===== src/rtl/core/nlc_pkg.sv =====
// Shared types and constants for the name lookup cache.
package nlc_pkg;

    localparam int ENTRIES     = 64;
    localparam int IDX_W       = $clog2(ENTRIES);
    localparam int CNT_W       = IDX_W + 1;
    localparam int KEY_BYTES   = 63;
    localparam int KEY_W       = KEY_BYTES * 8;
    localparam int WORD_W      = 64;
    localparam int WORD_BYTES  = WORD_W / 8;
    localparam int NUM_WORDS   = (KEY_W + WORD_W - 1) / WORD_W;
    localparam int PAD_W       = NUM_WORDS * WORD_W;
    localparam int WORD_CNT_W  = (NUM_WORDS > 1) ? $clog2(NUM_WORDS) : 1;
    localparam int STAMP_W     = 32;

    localparam logic [1:0] KIND_LOOKUP = 2'd0;
    localparam logic [1:0] KIND_STORE  = 2'd1;
    localparam logic [1:0] KIND_CLEAR  = 2'd2;

    typedef struct packed {
        logic [1:0]  kind;
        logic [63:0] name_part0;
        logic [63:0] name_part1;
        logic [63:0] name_part2;
        logic [63:0] name_part3;
        logic [63:0] name_part4;
        logic [63:0] name_part5;
        logic [63:0] name_part6;
        logic [55:0] name_part7;
        logic        found_in;
    } nlc_in_t;

    typedef struct packed {
        logic       hit;
        logic       answer;
        logic [5:0] slot;
    } nlc_out_t;

endpackage


===== src/rtl/core/nlc_name_prep.sv =====
// Name normalizer: zeroes every byte from the first zero byte on, one word per cycle.
module nlc_name_prep (
    input  logic                      aclk,
    input  logic                      aresetn,
    input  logic                      start,
    input  logic [nlc_pkg::KEY_W-1:0] name_in,
    output logic                      done,
    output logic [nlc_pkg::KEY_W-1:0] key_out
);
    import nlc_pkg::*;

    logic [PAD_W-1:0]      work_reg;
    logic [WORD_CNT_W-1:0] word_cnt_reg;
    logic                  ended_reg;
    logic                  busy_reg;
    logic                  done_reg;
    logic [WORD_W-1:0]     mword;
    logic                  ended_next;

    always_comb begin
        logic       e;
        logic [7:0] b;
        e = ended_reg;
        mword = '0;
        for (int k = 0; k < WORD_BYTES; k++) begin
            b = work_reg[8*k +: 8];
            if (b == 8'd0) begin
                e = 1'b1;
            end
            mword[8*k +: 8] = e ? 8'd0 : b;
        end
        ended_next = e;
    end

    // Low word is processed and rotated into the top; once all NUM_WORDS words are through, order is restored.
    always_ff @(posedge aclk) begin
        if (start) begin
            work_reg <= PAD_W'(name_in);
        end else if (busy_reg) begin
            work_reg <= {mword, work_reg[PAD_W-1:WORD_W]};
        end
    end

    always_ff @(posedge aclk) begin
        if (!aresetn) begin
            busy_reg     <= 1'b0;
            done_reg     <= 1'b0;
            ended_reg    <= 1'b0;
            word_cnt_reg <= '0;
        end else begin
            done_reg <= 1'b0;
            if (start) begin
                busy_reg     <= 1'b1;
                ended_reg    <= 1'b0;
                word_cnt_reg <= '0;
            end else if (busy_reg) begin
                ended_reg    <= ended_next;
                word_cnt_reg <= word_cnt_reg + 1'b1;
                if (word_cnt_reg == WORD_CNT_W'(NUM_WORDS - 1)) begin
                    busy_reg <= 1'b0;
                    done_reg <= 1'b1;
                end
            end
        end
    end

    assign done    = done_reg;
    assign key_out = work_reg[KEY_W-1:0];

endmodule


===== config.mk =====
export PLATFORM = sky130hd
export DESIGN_NAME = nlc_name_prep
export DESIGN_NICKNAME = d
export VERILOG_FILES = /design/src/rtl/core/nlc_pkg.sv /design/src/rtl/core/nlc_name_prep.sv
export SDC_FILE = /design/constraint.sdc
export NUM_CORES = 1
export LEC_CHECK = 0
export BUFFER_PORTS_ARGS = -buffer_cell sky130_fd_sc_hd__buf_4
export CORE_AREA = 2 2 397 399
export CTS_CLUSTER_SIZE = 16
export DETAILED_ROUTE_END_ITERATION = 7
export DIE_AREA = 0 0 399 401
export PLACE_DENSITY = 0.4
export SYNTH_ARGS = -nofsm -noshare
export SYNTH_HDL_FRONTEND = slang
export SYNTH_SLANG_ARGS = --single-unit

===== constraint.sdc =====
create_clock -name aclk -period 25.7 [get_ports aclk]
set_input_delay 2.57 -clock aclk [delete_from_list [all_inputs] [get_ports aclk]]
set_output_delay 2.57 -clock aclk [all_outputs]
set_load 0.02 [all_outputs]

# --- Yosys cells after proc, flatten, opt, wreduce, memory -nomap -nowiden ---
# Index checks and enable logic that the tools add are counted.
op_classes:
  n_addsub: 1
  bitwise: 2
  n_eq_ne: 1
  reduce_logical: 11
  muxes: 22
ops:
  columns: ["op", "n"]
  rows:
  - ["504-bit 2-to-1 mux", 2]
  - ["8-bit zero test", 8]
  - ["8-bit 2-to-1 mux", 8]
  - ["1-bit 2-to-1 mux", 12]
  - ["3-bit by 1-bit adder with 3-bit output (second input constant)", 1]
  - ["3-bit equality test (second input constant)", 1]
  - ["3-bit OR reduction", 1]
  - ["1-bit NOT", 2]
  - ["2-bit nonzero test", 1]
  - ["2-bit OR reduction", 1]
totals:
  ff_bits: 518
  elab_cells: 43

# --- Longest topological paths before layout ---
logic_depth:
  depth_word: 11
  depth_mapped: 7

# --- Least setup slack after synthesis ---
# OpenSTA, ideal clock, no wires.
synth_path:
  path_kind: "input to register"
  startpoint: "input start"
  endpoint: "register work_reg[0], enable pin"
  setup_ns: 0.848
  required_time_ns: 24.852
  path_slack_ns: 11.990
  arrival_time_ns: 12.863
  cell_stages: 4
  path_cell_list: "clkbuf_1 -> buf_2 -> nor2_1 -> inv_1"
synth_via:
  elab_chain_len: 1
synth_rtl:
  columns: ["item", "line_no", "rtl"]
  rows:
  - ["from (decl)", "nlc_name_prep.sv:5", "input logic start,"]
  - ["2-bit nonzero test (no line)", null, null]
  - ["to (signal assigned)", "nlc_name_prep.sv:38", "work_reg <= PAD_W'(name_in);"]
  - ["to (signal assigned)", "nlc_name_prep.sv:40", "work_reg <= {mword, work_reg[PAD_W-1:WORD_W]};"]
  - ["to (decl)", "nlc_name_prep.sv:12", "logic [PAD_W-1:0] work_reg;"]
# No other way between the ends.
# A chain may end at the register's enable or synchronous reset.

# --- Worst setup path in the final report ---
layout_path:
  startpoint: "input start"
  endpoint: "register work_reg[30], enable pin"
# Same word-level chain as after synthesis.

==> flow_metrics.py <==
metrics = {
    "floorplan": {
        "initial_core_util": 0.164,
        "die_area_um2": 160000,
        "core_um2": 156000,
        "rows": 145,
        "fp.dieW_um": 399,
        "chipHeight_um": 401,
        "ios": 1012,
    },
    "critical_path": {
        "ff2ff_path_depth": 4,
        "r2r_slack_ns": 22.06,
        "rr_endpoint": "work_reg[30]",
        "cp-start-kind": "input pin",
        "crit_fanout": 109,
        "worst_ep_arrival_time_ns": 5.81,
        "r2r-start": "busy_reg",
        "crit_type": "in2reg",
        "worstPathRequired_ns": 25.95,
        "endpoint_kind": "register",
    },
    "synthesis": {
        "syn_area_um2": 25500,
        "synth_top_cell_by_area": "edfxtp_1",
        "avgSynthCellArea_um2": 15.4,
        "postSynthCellCount": 1659,
        "ys_seq_area_frac": 0.603,
        "synth_flop_cell": "edfxtp_1",
        "syn_nets": 2168,
        "yosys-top-cells-area": "edfxtp_1 59%, mux2_2 20%, buf_4 15%, a22o_1 1.3%, dfxtp_1 1.1%",
        "yosys.area.top_type_share": 0.593,
        "synthDistinctLibCells": 34,
        "ys_seq_elements": 518,
        "ys_async_sr_fraction": 0,
        "yosys_warnings": 0,
        "synth_edf_count": 504,
    },
    "cts": {
        "clkSinkCount": 518,
        "clock_latency_ns": 0.65,
        "cts.path.max_buffers": 3,
        "tritoncts": "built",
        "post_cts_buffers": 0,
        "cts.clk_slew.worst_paths_ns": 0.06,
        "cts_root_buffer": "clkbuf_16",
        "cts_made_buffers": 71,
        "cts_resized": 0,
        "cts-hold-fix-buffers": 0,
        "htreeDepth": 3,
    },
    "grt": {
        "grt_max_degree": 157,
        "grt_pass1_vias": 15974,
        "antenna_found_initial": 40,
        "grt_pass1_wl_um": 152000,
        "grt_overflow": 0,
        "grtUsageTotal": 0.142,
    },
    "drt": {
        "route.detailed.drc": 0,
        "drtAntennaViolNets": 0,
        "drt_first_pass_iters": 4,
        "drtIter0Drc": 771,
        "routed_wirelength_um": 119000,
        "wl_per_cell_um": 27.7,
        "viasPerCell": 3.58,
        "vias": 15395,
    },
    "sta": {
        "rsz0062_at_grt": "no",
        "timing.final.crit_share": 0.216,
        "hold_viol_final": 0,
        "setup_ws_ns": 20.14,
        "final.setup.tns_ns": 0,
        "worst_pin_slew_ns": 1.08,
        "maxSlewViolCount": 0,
        "final.min_clock_period_ns": 5.56,
        "setup_violations": 0,
        "maxSlewHeadroom": 0.282,
        "fmax_mhz": 180,
        "final.setup_skew_ns": 0.0213,
    },
    "finish": {
        "largest_register_ffs": 512,
        "drive_gt1_frac": 0.709,
        "finalInstanceArea_um2": 34000,
        "fin_util": 0.218,
        "final_nets": 2697,
        "syn_to_final_growth_pct": 33.1,
    },
    "power_and_ir_drop": {
        "peakVddDrop_mv": 0.0432,
        "finalPower_mw": 2.59,
        "power.leakage_nw": 13.4,
        "power_density_nw_per_um2": 76.3,
    },
    "hold_path": {
        "whs_path_depth": 1,
        "hp-class": "reg2reg",
        "hold_end": "work_reg[505]",
        "hp-start": "work_reg[505]",
    },
    "placed_design": {
        "dp_hpwl_um": 96700,
        "port_buffers": 1011,
        "pre_cts_ws_ns": 19.35,
        "routabilityCongestion": 0.793,
        "dpl_cell_area_um2": 31800,
    },
    "run": {
        "drv_cap": 0,
    },
    "run_status": {
        "status": "finished clean",
    },
}
-- cells in the mapped netlist (all sizes together), types with 6 or more instances --
| cell | n |
|---|---|
| buf | 555 |
| edfxtp | 504 |
| mux2 | 448 |
| a22o | 54 |
| nor4 | 16 |
| dfxtp | 14 |
| clkbuf | 13 |
| nand2 | 11 |
| a32o | 8 |
| nor2b | 7 |
| nor2 | 6 |
-- how the worst max path moves through the flow --
stage,startpoint,endpoint,cells past startpoint
final,start,work_reg[30],5
after global routing,start,work_reg[352],5
after floorplan,start,work_reg[0],4
after global placement,start,work_reg[30],5
after CTS,start,work_reg[415],5
after detailed placement,start,work_reg[415],5
-- metrics by stage --
| step | hold WS, ns | instances |
|---|---|---|
| 2_1_floorplan | 0.438 | 1659 |
| 3_3_place_gp | 0.456 | 4173 |
| 3_5_place_dp | 0.462 | 4173 |
| 4_1_cts | 0.474 | 4298 |
| 5_1_grt | 0.502 | 4301 |
| 6_report | 0.473 | 4304 |
-- cells by family after synthesis --
group / after synthesis / share of synthesized area
flops: 518 / 0.603
compound gates: 68 / 0.0242
mux: 450 / 0.198
xor+xnor: 1 / 0.000343
simple gates: 50 / 0.0115
buf+inv: 570 / 0.161
fa+ha+maj: 2 / 0.000980
-- layout make-up --
| class | instances | area (um2) |
|---|---|---|
| fillers | 16744 | 122000 |
| flip-flops and latches | 518 | 15400 |
| repair buffers | 1024 | 7730 |
| multi-input cells | 571 | 6020 |
| well taps | 2058 | 2570 |
| clock buffers | 92 | 1900 |
| clock inverters | 33 | 337 |
| inverters | 2 | 15.0 |
| diodes | 6 | 15.0 |
-- report_power, final --
part / switching (mW) / internal (mW) / total, mW
logic: 0.257 / 0.222 / 0.479
clock network: 0.411 / 0.573 / 0.984
registers: 0.0862 / 1.04 / 1.13
total: 0.754 / 1.84 / 2.59
-- layer usage --
metal	up-vias	GRT usage	part of all wire	wire (um)
met1	7792	0.155	0.37	44200
met5	-	0	0.00046	55
met3	144	0.0663	0.11	12800
met2	748	0.250	0.50	59900
li1	6703	-	-	-
met4	8	0.0277	0.019	2260
-- worst max-delay path, stage by stage --
cell and delay [ns]:
buf_8 0.40, nor2_1 0.35, inv_8 0.54, buf_4 0.67, buf_4 0.85
-- cell usage in the layout (no fill, tap or decap), types with 3 or more instances in the layout --
cell,count
clkbuf_16,73
buf_4,1020
nand2_1,11
clkinv_1,15
dfxtp_1,14
clkinv_2,5
nor2_1,6
nor4_1,14
clkbuf_1,19
nor2b_1,7
edfxtp_1,504
a22o_1,37
mux2_2,448
diode_2,6
buf_12,3
a32o_1,8
bufinv_16,5
a22o_2,17
(Power assumes the default switching activity.)
